File: src/rtl/gcr_pkg.sv
`timescale 1ns / 1ps
// ----------------------------------------------------------------------------
// GPIO controller register package
// Shared widths, register word offsets, opcodes, payload types and the
// bank placement helpers of the GPIO controller register block.
// ----------------------------------------------------------------------------
package gcr_pkg;

    localparam int PIN_COUNT     = 54;
    localparam int DATA_W        = 32;
    localparam int OFF_W         = 6;
    localparam int OP_W          = 2;
    localparam int FSEL_W        = 3;
    localparam int PULL_W        = 2;
    localparam int FSEL_PER_WORD = 10;

    typedef logic [PIN_COUNT-1:0] t_pins;
    typedef logic [DATA_W-1:0]    t_word;
    typedef logic [OFF_W-1:0]     t_off;
    typedef logic [OP_W-1:0]      t_op;
    typedef logic [FSEL_W-1:0]    t_fsel;
    typedef logic [PULL_W-1:0]    t_pull;

    // Item opcodes.
    localparam t_op OP_READ   = 2'd0;
    localparam t_op OP_WRITE  = 2'd1;
    localparam t_op OP_SAMPLE = 2'd2;

    // Register word offsets.
    localparam t_off OFF_FSEL_LAST = 6'd6;
    localparam t_off OFF_SET0      = 6'd7;
    localparam t_off OFF_SET1      = 6'd8;
    localparam t_off OFF_CLR0      = 6'd10;
    localparam t_off OFF_CLR1      = 6'd11;
    localparam t_off OFF_LEV0      = 6'd13;
    localparam t_off OFF_LEV1      = 6'd14;
    localparam t_off OFF_EDS0      = 6'd16;
    localparam t_off OFF_EDS1      = 6'd17;
    localparam t_off OFF_REN0      = 6'd31;
    localparam t_off OFF_REN1      = 6'd32;
    localparam t_off OFF_FEN0      = 6'd34;
    localparam t_off OFF_FEN1      = 6'd35;
    localparam t_off OFF_PUD       = 6'd37;
    localparam t_off OFF_PUDCLK0   = 6'd38;
    localparam t_off OFF_PUDCLK1   = 6'd39;

    // Field codes.
    localparam t_fsel FSEL_OUTPUT = 3'd1;
    localparam t_pull PULL_DOWN   = 2'd1;
    localparam t_pull PULL_UP     = 2'd2;

    typedef struct packed {
        t_op   opcode;
        t_off  reg_offset;
        t_word write_data;
        t_pins pin_levels;
    } t_item;

    typedef struct packed {
        t_word read_data;
        t_pins pin_drive;
        t_pins pin_output_enable;
        t_pins pull_up_mask;
        t_pins pull_down_mask;
        logic  irq;
    } t_result;

    // Places a 32-bit bank word in the pin vector; absent pins are dropped.
    function automatic t_pins bank_bits(input logic bank, input t_word data);
        logic [2*DATA_W-1:0] wide;
        wide = bank ? {data, {DATA_W{1'b0}}} : {{DATA_W{1'b0}}, data};
        return wide[PIN_COUNT-1:0];
    endfunction

    // Extracts one 32-bit bank word from the pin vector.
    function automatic t_word bank_word(input logic bank, input t_pins v);
        logic [2*DATA_W-1:0] wide;
        wide = (2*DATA_W)'(v);
        return bank ? wide[2*DATA_W-1:DATA_W] : wide[DATA_W-1:0];
    endfunction

endpackage

File: src/rtl/gcr_in_if.sv
`timescale 1ns / 1ps
// ----------------------------------------------------------------------------
// GPIO controller item channel
// Valid/ready channel carrying bus reads, bus writes and pin-sample ticks.
// ----------------------------------------------------------------------------
interface gcr_in_if;
    logic          valid;
    logic          ready;
    gcr_pkg::t_op  opcode;
    gcr_pkg::t_off reg_offset;
    gcr_pkg::t_word write_data;
    gcr_pkg::t_pins pin_levels;

    modport source (output valid, output opcode, output reg_offset,
                    output write_data, output pin_levels, input ready);
    modport sink   (input valid, input opcode, input reg_offset,
                    input write_data, input pin_levels, output ready);
endinterface

File: src/rtl/gcr_out_if.sv
`timescale 1ns / 1ps
// ----------------------------------------------------------------------------
// GPIO controller result channel
// Valid/ready channel carrying the read word and the pin-facing outputs.
// ----------------------------------------------------------------------------
interface gcr_out_if;
    logic           valid;
    logic           ready;
    gcr_pkg::t_word read_data;
    gcr_pkg::t_pins pin_drive;
    gcr_pkg::t_pins pin_output_enable;
    gcr_pkg::t_pins pull_up_mask;
    gcr_pkg::t_pins pull_down_mask;
    logic           irq;

    modport source (output valid, output read_data, output pin_drive,
                    output pin_output_enable, output pull_up_mask,
                    output pull_down_mask, output irq, input ready);
    modport sink   (input valid, input read_data, input pin_drive,
                    input pin_output_enable, input pull_up_mask,
                    input pull_down_mask, input irq, output ready);
endinterface

File: src/rtl/gcr_core.sv
`timescale 1ns / 1ps
// ----------------------------------------------------------------------------
// GPIO controller register core
// Holds the controller state, applies one item per accepted transaction and
// forms the result from the state as it stands after the update.
// ----------------------------------------------------------------------------
module gcr_core (
    input  logic             i_clk,
    input  logic             i_rst_n,
    input  logic             i_accept,
    input  gcr_pkg::t_item   i_item,
    output gcr_pkg::t_result o_result
);

    gcr_pkg::t_fsel r_fsel [gcr_pkg::PIN_COUNT];
    gcr_pkg::t_fsel n_fsel [gcr_pkg::PIN_COUNT];
    gcr_pkg::t_pull r_pull_state [gcr_pkg::PIN_COUNT];
    gcr_pkg::t_pull n_pull_state [gcr_pkg::PIN_COUNT];
    gcr_pkg::t_pins r_latch, n_latch;
    gcr_pkg::t_pins r_levels, n_levels;
    gcr_pkg::t_pins r_events, n_events;
    gcr_pkg::t_pins r_rise_en, n_rise_en;
    gcr_pkg::t_pins r_fall_en, n_fall_en;
    gcr_pkg::t_pull r_pull_ctl, n_pull_ctl;
    gcr_pkg::t_word rd_word;
    gcr_pkg::t_pins clk_sel;
    logic           is_write;

    // Read mux over the current state.
    always_comb begin
        rd_word = '0;
        if (i_item.reg_offset <= gcr_pkg::OFF_FSEL_LAST) begin
            for (int p = 0; p < gcr_pkg::PIN_COUNT; p++) begin
                if (gcr_pkg::t_off'(p / gcr_pkg::FSEL_PER_WORD) == i_item.reg_offset) begin
                    rd_word[gcr_pkg::FSEL_W*(p % gcr_pkg::FSEL_PER_WORD) +: gcr_pkg::FSEL_W]
                        = r_fsel[p];
                end
            end
        end else begin
            case (i_item.reg_offset)
                gcr_pkg::OFF_LEV0, gcr_pkg::OFF_LEV1: begin
                    rd_word = gcr_pkg::bank_word(i_item.reg_offset == gcr_pkg::OFF_LEV1,
                                                 r_levels);
                end
                gcr_pkg::OFF_EDS0, gcr_pkg::OFF_EDS1: begin
                    rd_word = gcr_pkg::bank_word(i_item.reg_offset == gcr_pkg::OFF_EDS1,
                                                 r_events);
                end
                gcr_pkg::OFF_REN0, gcr_pkg::OFF_REN1: begin
                    rd_word = gcr_pkg::bank_word(i_item.reg_offset == gcr_pkg::OFF_REN1,
                                                 r_rise_en);
                end
                gcr_pkg::OFF_FEN0, gcr_pkg::OFF_FEN1: begin
                    rd_word = gcr_pkg::bank_word(i_item.reg_offset == gcr_pkg::OFF_FEN1,
                                                 r_fall_en);
                end
                gcr_pkg::OFF_PUD: begin
                    rd_word = gcr_pkg::DATA_W'(r_pull_ctl);
                end
                default: begin
                    rd_word = '0;
                end
            endcase
        end
    end

    // Next-state logic.
    always_comb begin
        n_fsel       = r_fsel;
        n_pull_state = r_pull_state;
        n_latch      = r_latch;
        n_levels     = r_levels;
        n_events     = r_events;
        n_rise_en    = r_rise_en;
        n_fall_en    = r_fall_en;
        n_pull_ctl   = r_pull_ctl;
        clk_sel      = '0;
        is_write     = i_accept && (i_item.opcode == gcr_pkg::OP_WRITE);

        if (is_write) begin
            if (i_item.reg_offset <= gcr_pkg::OFF_FSEL_LAST) begin
                for (int p = 0; p < gcr_pkg::PIN_COUNT; p++) begin
                    if (gcr_pkg::t_off'(p / gcr_pkg::FSEL_PER_WORD) == i_item.reg_offset) begin
                        n_fsel[p] = i_item.write_data[gcr_pkg::FSEL_W*(p % gcr_pkg::FSEL_PER_WORD)
                                                      +: gcr_pkg::FSEL_W];
                    end
                end
            end else begin
                case (i_item.reg_offset)
                    gcr_pkg::OFF_SET0, gcr_pkg::OFF_SET1: begin
                        n_latch = r_latch | gcr_pkg::bank_bits(
                            i_item.reg_offset == gcr_pkg::OFF_SET1, i_item.write_data);
                    end
                    gcr_pkg::OFF_CLR0, gcr_pkg::OFF_CLR1: begin
                        n_latch = r_latch & ~gcr_pkg::bank_bits(
                            i_item.reg_offset == gcr_pkg::OFF_CLR1, i_item.write_data);
                    end
                    gcr_pkg::OFF_EDS0, gcr_pkg::OFF_EDS1: begin
                        n_events = r_events & ~gcr_pkg::bank_bits(
                            i_item.reg_offset == gcr_pkg::OFF_EDS1, i_item.write_data);
                    end
                    gcr_pkg::OFF_REN0, gcr_pkg::OFF_REN1: begin
                        n_rise_en = (r_rise_en & ~gcr_pkg::bank_bits(
                                        i_item.reg_offset == gcr_pkg::OFF_REN1, '1))
                                  | gcr_pkg::bank_bits(
                                        i_item.reg_offset == gcr_pkg::OFF_REN1,
                                        i_item.write_data);
                    end
                    gcr_pkg::OFF_FEN0, gcr_pkg::OFF_FEN1: begin
                        n_fall_en = (r_fall_en & ~gcr_pkg::bank_bits(
                                        i_item.reg_offset == gcr_pkg::OFF_FEN1, '1))
                                  | gcr_pkg::bank_bits(
                                        i_item.reg_offset == gcr_pkg::OFF_FEN1,
                                        i_item.write_data);
                    end
                    gcr_pkg::OFF_PUD: begin
                        n_pull_ctl = i_item.write_data[gcr_pkg::PULL_W-1:0];
                    end
                    gcr_pkg::OFF_PUDCLK0, gcr_pkg::OFF_PUDCLK1: begin
                        clk_sel = gcr_pkg::bank_bits(
                            i_item.reg_offset == gcr_pkg::OFF_PUDCLK1, i_item.write_data);
                    end
                    default: begin
                        n_latch = r_latch;
                    end
                endcase
            end
        end else if (i_accept && (i_item.opcode == gcr_pkg::OP_SAMPLE)) begin
            n_events = r_events
                     | (i_item.pin_levels & ~r_levels & r_rise_en)
                     | (~i_item.pin_levels & r_levels & r_fall_en);
            n_levels = i_item.pin_levels;
        end

        // The pull clock latches the control value held before this item.
        for (int p = 0; p < gcr_pkg::PIN_COUNT; p++) begin
            if (clk_sel[p]) begin
                n_pull_state[p] = r_pull_ctl;
            end
        end
    end

    // Result from the updated state.
    always_comb begin
        o_result.read_data = (i_item.opcode == gcr_pkg::OP_READ) ? rd_word : '0;
        o_result.pin_drive = n_latch;
        o_result.irq       = |n_events;
        for (int p = 0; p < gcr_pkg::PIN_COUNT; p++) begin
            o_result.pin_output_enable[p] = (n_fsel[p] == gcr_pkg::FSEL_OUTPUT);
            o_result.pull_up_mask[p]      = (n_pull_state[p] == gcr_pkg::PULL_UP);
            o_result.pull_down_mask[p]    = (n_pull_state[p] == gcr_pkg::PULL_DOWN);
        end
    end

    always_ff @(posedge i_clk) begin
        if (!i_rst_n) begin
            for (int p = 0; p < gcr_pkg::PIN_COUNT; p++) begin
                r_fsel[p]       <= '0;
                r_pull_state[p] <= '0;
            end
            r_latch    <= '0;
            r_levels   <= '0;
            r_events   <= '0;
            r_rise_en  <= '0;
            r_fall_en  <= '0;
            r_pull_ctl <= '0;
        end else begin
            r_fsel       <= n_fsel;
            r_pull_state <= n_pull_state;
            r_latch      <= n_latch;
            r_levels     <= n_levels;
            r_events     <= n_events;
            r_rise_en    <= n_rise_en;
            r_fall_en    <= n_fall_en;
            r_pull_ctl   <= n_pull_ctl;
        end
    end

endmodule

File: src/rtl/gcr_out_buf.sv
`timescale 1ns / 1ps
// ----------------------------------------------------------------------------
// GPIO controller result buffer
// Two-entry result register that decouples the item side from a stalled
// result receiver.
// ----------------------------------------------------------------------------
module gcr_out_buf (
    input  logic             i_clk,
    input  logic             i_rst_n,
    input  logic             i_push,
    input  gcr_pkg::t_result i_data,
    output logic             o_ready,
    output logic             o_valid,
    input  logic             i_pop_ready,
    output gcr_pkg::t_result o_data
);

    gcr_pkg::t_result r_data [2];
    logic             r_wr_ptr, n_wr_ptr;
    logic             r_rd_ptr, n_rd_ptr;
    logic [1:0]       r_count, n_count;
    logic             pop;

    assign o_valid = (r_count != 2'd0);
    assign o_ready = (r_count != 2'd2);
    assign o_data  = r_data[r_rd_ptr];
    assign pop     = o_valid && i_pop_ready;

    always_comb begin
        n_wr_ptr = i_push ? ~r_wr_ptr : r_wr_ptr;
        n_rd_ptr = pop ? ~r_rd_ptr : r_rd_ptr;
        n_count  = r_count + {1'b0, i_push} - {1'b0, pop};
    end

    always_ff @(posedge i_clk) begin
        if (i_push) begin
            r_data[r_wr_ptr] <= i_data;
        end
    end

    always_ff @(posedge i_clk) begin
        if (!i_rst_n) begin
            r_wr_ptr <= 1'b0;
            r_rd_ptr <= 1'b0;
            r_count  <= 2'd0;
        end else begin
            r_wr_ptr <= n_wr_ptr;
            r_rd_ptr <= n_rd_ptr;
            r_count  <= n_count;
        end
    end

endmodule

File: src/rtl/gpio_controller_regs_top.sv
`timescale 1ns / 1ps
// ----------------------------------------------------------------------------
// GPIO controller register block, top level
// Register model of a 54-pin general-purpose I/O controller with a
// valid/ready item channel and a valid/ready result channel.
// ----------------------------------------------------------------------------
// Usage:
// The item channel i_in carries one transaction per bus read, bus write or
// pin-sample tick. Every accepted item yields exactly one result transaction
// on o_res with the read word (zero unless the item was a read of a mapped,
// readable word) and the pin-facing outputs after the item took effect.
// The result of an accepted item is registered in the result buffer and is
// offered on o_res once all earlier results have been taken. Throughput is
// one item per cycle while the result buffer has a free entry; the state
// update is registered logic, and the rate is set by the two-entry result buffer in front of o_res.
// When the receiver stalls, the buffer keeps taking items until both of its
// entries hold results; i_in.ready then drops until a result is taken.
// Results leave in acceptance order and are never dropped or repeated.
// Reset (i_rst_n low at a clock edge) puts all pins to input, clears the
// output latch, levels, events, edge enables and pull settings, and
// empties the result buffer.
// ----------------------------------------------------------------------------
module gpio_controller_regs_top (
    input  logic      i_clk,
    input  logic      i_rst_n,
    gcr_in_if.sink    i_in,
    gcr_out_if.source o_res
);

    gcr_pkg::t_item   item;
    gcr_pkg::t_result core_result;
    gcr_pkg::t_result buf_result;
    logic             buf_ready;
    logic             accept;

    assign item.opcode     = i_in.opcode;
    assign item.reg_offset = i_in.reg_offset;
    assign item.write_data = i_in.write_data;
    assign item.pin_levels = i_in.pin_levels;

    // An item is taken whenever the result buffer has a free entry.
    assign i_in.ready = buf_ready;
    assign accept     = i_in.valid && buf_ready;

    gcr_core u_core (
        .i_clk    (i_clk),
        .i_rst_n  (i_rst_n),
        .i_accept (accept),
        .i_item   (item),
        .o_result (core_result)
    );

    gcr_out_buf u_out_buf (
        .i_clk       (i_clk),
        .i_rst_n     (i_rst_n),
        .i_push      (accept),
        .i_data      (core_result),
        .o_ready     (buf_ready),
        .o_valid     (o_res.valid),
        .i_pop_ready (o_res.ready),
        .o_data      (buf_result)
    );

    assign o_res.read_data         = buf_result.read_data;
    assign o_res.pin_drive         = buf_result.pin_drive;
    assign o_res.pin_output_enable = buf_result.pin_output_enable;
    assign o_res.pull_up_mask      = buf_result.pull_up_mask;
    assign o_res.pull_down_mask    = buf_result.pull_down_mask;
    assign o_res.irq               = buf_result.irq;

    // No result is offered in the cycle after a reset edge.
    a_reset_empty: assert property (@(posedge i_clk)
        !i_rst_n |=> !o_res.valid)
        else $error("result offered right after reset");

    // Back-pressure on the item side only when a result is pending.
    a_stall_has_result: assert property (@(posedge i_clk) disable iff (!i_rst_n)
        !i_in.ready |-> o_res.valid)
        else $error("item channel stalled with an empty result buffer");

    // A non-read item into an empty buffer shows up next with a zero read word.
    a_nonread_zero: assert property (@(posedge i_clk) disable iff (!i_rst_n)
        (i_in.valid && i_in.ready && !o_res.valid && i_in.opcode != gcr_pkg::OP_READ)
        |=> (o_res.valid && o_res.read_data == '0))
        else $error("non-read item gave a nonzero read word");

    // A result held back by the receiver stays on o_res unchanged.
    a_result_held: assert property (@(posedge i_clk) disable iff (!i_rst_n)
        (o_res.valid && !o_res.ready) |=> (o_res.valid && $stable(buf_result)))
        else $error("stalled result changed or vanished");

endmodule

File: src/flat_wrapper.sv
// flat-port wrapper written by rule: the top's interface ports become plain ports
module gpio_controller_regs_top_flat 
  (i_clk, i_rst_n, i_in_valid, i_in_opcode, i_in_reg_offset, i_in_write_data, i_in_pin_levels, i_in_ready, o_res_valid, o_res_read_data, o_res_pin_drive, o_res_pin_output_enable, o_res_pull_up_mask, o_res_pull_down_mask, o_res_irq, o_res_ready);
  gcr_in_if i_in_i ();
  gcr_out_if o_res_i ();
  input  logic i_clk;
  input  logic i_rst_n;
  input wire logic [$bits(i_in_i.valid)-1:0] i_in_valid;
  input wire logic [$bits(i_in_i.opcode)-1:0] i_in_opcode;
  input wire logic [$bits(i_in_i.reg_offset)-1:0] i_in_reg_offset;
  input wire logic [$bits(i_in_i.write_data)-1:0] i_in_write_data;
  input wire logic [$bits(i_in_i.pin_levels)-1:0] i_in_pin_levels;
  output wire logic [$bits(i_in_i.ready)-1:0] i_in_ready;
  output wire logic [$bits(o_res_i.valid)-1:0] o_res_valid;
  output wire logic [$bits(o_res_i.read_data)-1:0] o_res_read_data;
  output wire logic [$bits(o_res_i.pin_drive)-1:0] o_res_pin_drive;
  output wire logic [$bits(o_res_i.pin_output_enable)-1:0] o_res_pin_output_enable;
  output wire logic [$bits(o_res_i.pull_up_mask)-1:0] o_res_pull_up_mask;
  output wire logic [$bits(o_res_i.pull_down_mask)-1:0] o_res_pull_down_mask;
  output wire logic [$bits(o_res_i.irq)-1:0] o_res_irq;
  input wire logic [$bits(o_res_i.ready)-1:0] o_res_ready;
  assign i_in_i.valid = i_in_valid;
  assign i_in_i.opcode = i_in_opcode;
  assign i_in_i.reg_offset = i_in_reg_offset;
  assign i_in_i.write_data = i_in_write_data;
  assign i_in_i.pin_levels = i_in_pin_levels;
  assign i_in_ready = i_in_i.ready;
  assign o_res_valid = o_res_i.valid;
  assign o_res_read_data = o_res_i.read_data;
  assign o_res_pin_drive = o_res_i.pin_drive;
  assign o_res_pin_output_enable = o_res_i.pin_output_enable;
  assign o_res_pull_up_mask = o_res_i.pull_up_mask;
  assign o_res_pull_down_mask = o_res_i.pull_down_mask;
  assign o_res_irq = o_res_i.irq;
  assign o_res_i.ready = o_res_ready;
  gpio_controller_regs_top u_core (.i_clk(i_clk), .i_rst_n(i_rst_n), .i_in(i_in_i), .o_res(o_res_i));
endmodule
File: config.mk
export PLATFORM = sky130hd
export DESIGN_NAME = gpio_controller_regs_top_flat
export DESIGN_NICKNAME = d
export VERILOG_FILES = /design/src/rtl/gcr_pkg.sv /design/src/rtl/gcr_in_if.sv /design/src/rtl/gcr_out_if.sv /design/src/rtl/gcr_core.sv /design/src/rtl/gcr_out_buf.sv /design/src/rtl/gpio_controller_regs_top.sv /design/src/flat_wrapper.sv
export SDC_FILE = /design/constraint.sdc
export NUM_CORES = 2
export LEC_CHECK = 0
export BUFFER_PORTS_ARGS = -buffer_cell sky130_fd_sc_hd__buf_2
export CORE_ASPECT_RATIO = 0.5
export CORE_UTILIZATION = 25
export DETAILED_ROUTE_END_ITERATION = 10
export PLACE_DENSITY = 0.5
export SYNTH_ARGS = -nofsm -noshare
export SYNTH_HDL_FRONTEND = slang
export SYNTH_SLANG_ARGS = --single-unit
export TNS_END_PERCENT = 20
File: constraint.sdc
create_clock -name i_clk -period 16.2 [get_ports i_clk]
set_clock_uncertainty 0.05 [all_clocks]
set_input_delay 3.24 -clock i_clk [delete_from_list [all_inputs] [get_ports i_clk]]
set_output_delay 3.24 -clock i_clk [all_outputs]
set_load 0.005 [all_outputs]
# Word-level counts from Yosys, hierarchy flattened
# Memories as Yosys holds them, arrays and structs flattened. A register that Yosys moved wholly into a read port is not among the register bits.
# Cells that the tools add are included.
dict set report word_totals {
  register_bits 546
  ram_bits 498
  out_inout_bits 251
  mem_count 1
}
dict set report classes {
  addsub 2
  magnitude_cmp 1
  eq_ne 185
  n_mux 194
  bitwise_logic 23
  n_reduce_logical 19
}
# name words word_bits rd rd_ports_with_merged_regs write_ports line_no
set mem_list {}
lappend mem_list {u_core.u_out_buf.r_data 2 249 1 1 1 gcr_out_buf.sv:18} ;# gcr_pkg::t_result r_data [2];
# op count
set op_table {}
lappend op_table {{two-way mux 54 bit} 17}
lappend op_table {{bitwise AND 54 bit} 8}
lappend op_table {{two-way mux 162 bit} 2}
lappend op_table {{two-way mux 3 bit} 108}
lappend op_table {{NOT 54 bit} 6}
lappend op_table {{bitwise OR 54 bit} 5}
lappend op_table {{== test 3 x 1 -> 1 bit, second input constant} 54}
lappend op_table {{two-way mux 32 bit} 5}
lappend op_table {{case mux 32 bit (5 select lines)} 1}
lappend op_table {{== test 2 x 1 -> 1 bit, second input constant} 55}
lappend op_table {{== test 2 bit, second input constant} 55}
lappend op_table {{two-way mux 2 bit} 55}
lappend op_table {{case mux 54 bit (2 select lines)} 1}
lappend op_table {{OR reduction 54 bit} 1}
lappend op_table {{== test 6 bit, second input constant} 6}
lappend op_table {{== test 6 x 4 -> 1 bit, second input constant} 5}
lappend op_table {{two-way mux 30 bit} 1}
lappend op_table {{== test 6 x 5 -> 1 bit, second input constant} 3}
lappend op_table {{OR reduction 2 bit} 7}
lappend op_table {{== test 2 x 6 -> 1 bit, first input constant} 2}
lappend op_table {{== test 3 x 6 -> 1 bit, first input constant} 2}
lappend op_table {{AND reduction 3 bit} 3}
lappend op_table {{== test 1 x 6 -> 1 bit, first input constant} 1}
lappend op_table {{== test 6 x 3 -> 1 bit, second input constant} 1}
lappend op_table {{other kinds (11)} 20}

# Longest topological paths before layout
dict set report logic_depth {
  word_depth 9
  mapped_depth 11
  mapped_depth_nobuf 9
}

# Modules after synthesis
# From an unflattened synthesis, not the netlist that was laid out.
dict set report hier_totals {
  cells_unflattened 4274
  area_unflattened_um2 44869.3
}
# mod n_inst cells_per_inst area_each_um2 seq_area_each_um2
set by_module_without_submodules {}
lappend by_module_without_submodules {gcr_core 1 3475 25808.5 10850.4}
lappend by_module_without_submodules {gcr_out_buf 1 798 19054.5 15054.4}
lappend by_module_without_submodules {gpio_controller_regs_top 1 1 6.3 0.0}

# Worst setup path before layout
# Ideal clock, no wire load.
dict set report synth_path {
  path_kind {input to register}
  from {input i_in_valid}
  to {memory u_core.u_out_buf.r_data[0][0] in the netlist's numbering (enable)}
  setup_ps 863
  arrival_time_ps 13648
  path_slack_ps 1639
  cell_stages 2
  path_buffers 0
  cell_sequence {nand2_1 -> nor2_1}
}
dict set report synth_between {
  elab_chain_cells 3
}
# item line_no
set synth_lines {}
lappend synth_lines {{start: declaration} flat_wrapper.sv:8} ;# input wire logic [$bits(i_in_i.valid)-1:0] i_in_valid;
lappend synth_lines {{logical AND 1 bit} gpio_controller_regs_top.sv:43} ;# assign accept = i_in.valid && buf_ready;
lappend synth_lines {{two-way mux 1 bit} gcr_out_buf.sv:36} ;# if (i_push) begin
lappend synth_lines {{two-way mux 1 bit (implied by the code)} gcr_out_buf.sv:37} ;# r_data[r_wr_ptr] <= i_data;
lappend synth_lines {{end: declaration} gcr_out_buf.sv:18}
# No other way between the ends.

==> results.py <==
metrics = {
    "status": {
        "status": "finished clean",
    },
    "cts": {
        "clkTransAtPathRegs_ns": 0.06,
        "htreeDepth": 3,
        "clock_path_buffers": 3,
        "post_cts_resized": 0,
        "cts_root_buf": "clkbuf_16",
        "cts_setup_buffers": 0,
        "cts_sinks": 1045,
        "insertion_delay_ns": 0.71,
        "cts_made_buffers": 105,
        "hold_buffers": 0,
        "cts_tree": "yes",
    },
    "logic_synthesis": {
        "yosys_warnings": 0,
        "yosys_register_bits": 1045,
        "syn_area_um2": 43500,
        "ys_seq_area_share_pct": 59.6,
        "avgSynthCellArea_um2": 10.4,
        "synthCells": 4167,
        "yosysUniqueCellTypes": 56,
        "synth_nets": 4267,
        "synth_area_leaders": "edfxtp_1 (34%), dfxtp_1 (25%), nand2_1 (8.0%)",
        "synth_top_cell_by_area": "edfxtp_1",
        "synth_top_area_share_pct": 34.4,
        "synth_top_flop_cell": "dfxtp_1",
        "synth_edf_count": 498,
        "synthArstFlopShare_pct": 0,
    },
    "detailed_routing": {
        "wl_met3_um": 10500,
        "wl_um": 159000,
        "dr_wl_met2_um": 79000,
        "vias": 33940,
        "first_pass_iters": 9,
        "wl_met1_um": 63000,
        "drtIter0Drc": 3407,
        "viasPerCell": 5.01,
        "wire_per_inst_um": 23.5,
        "drc": 0,
        "ant_nets": 0,
        "maxUsedRoutingLayer": "met5",
    },
    "power": {
        "total_power_mw": 6.53,
        "power.leakage_nw": 16.5,
        "vdd_drop_max_uv": 77.2,
        "power_density_nw_per_um2": 128,
    },
    "timing": {
        "setup_viol_count_final": 0,
        "finalSetupTns_ns": 0,
        "finalCriticalPeriod_ns": 6.67,
        "max_slew_margin_pct": 15.5,
        "rsz0062_at_grt": "no",
        "timing.fmax_ghz": 0.150,
        "tightest_slew_ns": 1.27,
        "hold_viol": 0,
        "slew_viol_final": 0,
        "min_period_over_period_pct": 41.2,
    },
    "worst_setup_path": {
        "path_cells": "buf_2, buf_4, and3_1, o2111ai_1, nor3_2, buf_4, buf_4, nand2_1, nand3b_1, o21ai_0",
        "r2r_start": "u_core.u_out_buf.r_count[1]",
        "arrival_ns": 7.00,
        "crit_fanout": 60,
        "ff2ff_setup_slack_ns": 11.72,
        "cp_top_family": "buffers and inverters",
        "reg2regPathDepth": 8,
        "crit_type": "primary input to register",
        "cp-endpoint": "u_core.u_out_buf.r_data[1][68]",
        "regToRegEndpoint": "u_core.u_out_buf.r_data[0][144]",
        "slowest_delay_ns": 0.61,
        "cp_slowest_cell": "o2111ai_1",
        "path_common_cell": "buf_4",
        "cp.depth": 10,
        "crit_start": "i_in_reg_offset[0]",
        "critical_path_required_ns": 16.52,
        "cp-end-kind": "register",
        "critPathLaunchType": "primary input",
        "path_buf_inv": 4,
    },
    "global_routing": {
        "grt_pass1_vias": 32663,
        "antenna_found_initial": 32,
        "grt_max_degree": 163,
        "grt_overflow": 0,
        "grt_pass1_wl_um": 226000,
        "globalRouteTotalUtil_pct": 17.4,
    },
    "placement": {
        "portBuffers": 348,
        "place_congestion": 0.895,
        "post-dp-hpwl_um": 100000,
    },
    "layout": {
        "final_common_cell": "nand2_1",
        "nets": 4475,
        "drive_above_1_share_pct": 20.4,
        "final_cell_mix": "nand2_1 (920), a21oi_1 (544), dfxtp_1 (544)",
        "syn_to_final_growth_pct": 17.8,
        "final_util_pct": 29.9,
    },
    "die": {
        "start_util_pct": 25.4,
        "core.rowCount": 107,
        "die_area_um2": 176000,
        "dieWidth_um": 592,
        "fp.coreArea_um2": 171000,
        "top_level_ports": 349,
        "die_h_um": 297,
    },
    "job": {
        "cap_violations": 0,
    },
    "hold_path": {
        "hold_path_class": "register to register",
    },
}
[worst register-to-register path, delay by kind of cell, from the launching register on]
kind                   cells  cell delay (ns)
buffers and inverters      5             2.93
DFF                        1             0.33
and+or+nand+nor            3             0.73
[final cells by class]
class	instances	area [um^2]
clock buffers	154	3070
multi-input cells	2789	16400
repair buffers	430	2390
inverters	4	22.5
diodes	11	27.5
well taps	2289	2860
flip-flops and latches	1045	25900
clock inverters	46	482
fillers	17615	120000
[cell usage after synthesis, types with 4 or more instances]
library cell and count:
o21ai_0 208, a21o_1 10, edfxtp_1 498, clkbuf_1 288
buf_2 18, a221oi_1 32, nand2_1 922, a211oi_1 29
and4_1 4, a22o_1 62, nand2b_1 5, nor2_1 100
a31oi_1 22, mux4_2 29, nor3_1 14, a21oi_1 544
buf_1 21, o22ai_1 19, nand3b_1 171, and2_1 72
nand3_1 171, and3_1 5, mux2_2 249, a22oi_1 10
a222oi_1 47, a2111oi_0 9, nor2b_1 6, nor4_1 11
inv_1 4, dfxtp_1 547
[layer usage]
layer	GRT usage (%)	vias to the layer above
li1	-	15431
met1	21.0	16821
met2	30.3	1380
met3	3.03	302
met4	7.14	6
met5	0	-
[report_power, final]
part | switching, mW | internal, mW
clock network | 1.08 | 1.44
registers | 0.0649 | 2.98
logic | 0.585 | 0.380
[how the worst min path moves through the flow]
stage                                              start                             end  slack [ns]  cells after the start
after global routing      u_core.u_core.r_pull_state[74]  u_core.u_core.r_pull_state[74]        0.44                      2
after detailed placement  u_core.u_core.r_pull_state[74]  u_core.u_core.r_pull_state[74]        0.41                      2
after floorplan                u_core.u_core.r_fsel[142]       u_core.u_core.r_fsel[142]        0.39                      2
after global placement    u_core.u_core.r_pull_state[80]  u_core.u_core.r_pull_state[80]        0.40                      2
final                     u_core.u_core.r_pull_state[11]  u_core.u_core.r_pull_state[11]        0.41                      2
after CTS                 u_core.u_core.r_pull_state[11]  u_core.u_core.r_pull_state[11]        0.42                      2
[logic make-up after synthesis]
family / after synthesis / share of synthesized area, %
muxes: 281 / 8.03
and+or+nand+nor: 1501 / 15.8
DFF: 1045 / 59.6
adders and majority gates: 2 / 0.0576
buffers and inverters: 333 / 2.95
xor gates and xnor gates: 4 / 0.0806
AOI/OAI and AO/OA: 1001 / 13.4
[stage by stage]
stage	hold WS [ns]	area [um^2]	std cells	worst slack, ns
5_1_grt	0.436	51200	6766	9.36
6_report	0.414	51200	6768	9.53
4_1_cts	0.417	51200	6757	9.56
3_3_place_gp	0.400	47600	6557	9.00
2_1_floorplan	0.391	43500	4167	1.64
3_5_place_dp	0.409	47600	6557	8.89
No activity file was read; power rests on OpenSTA's default activity.
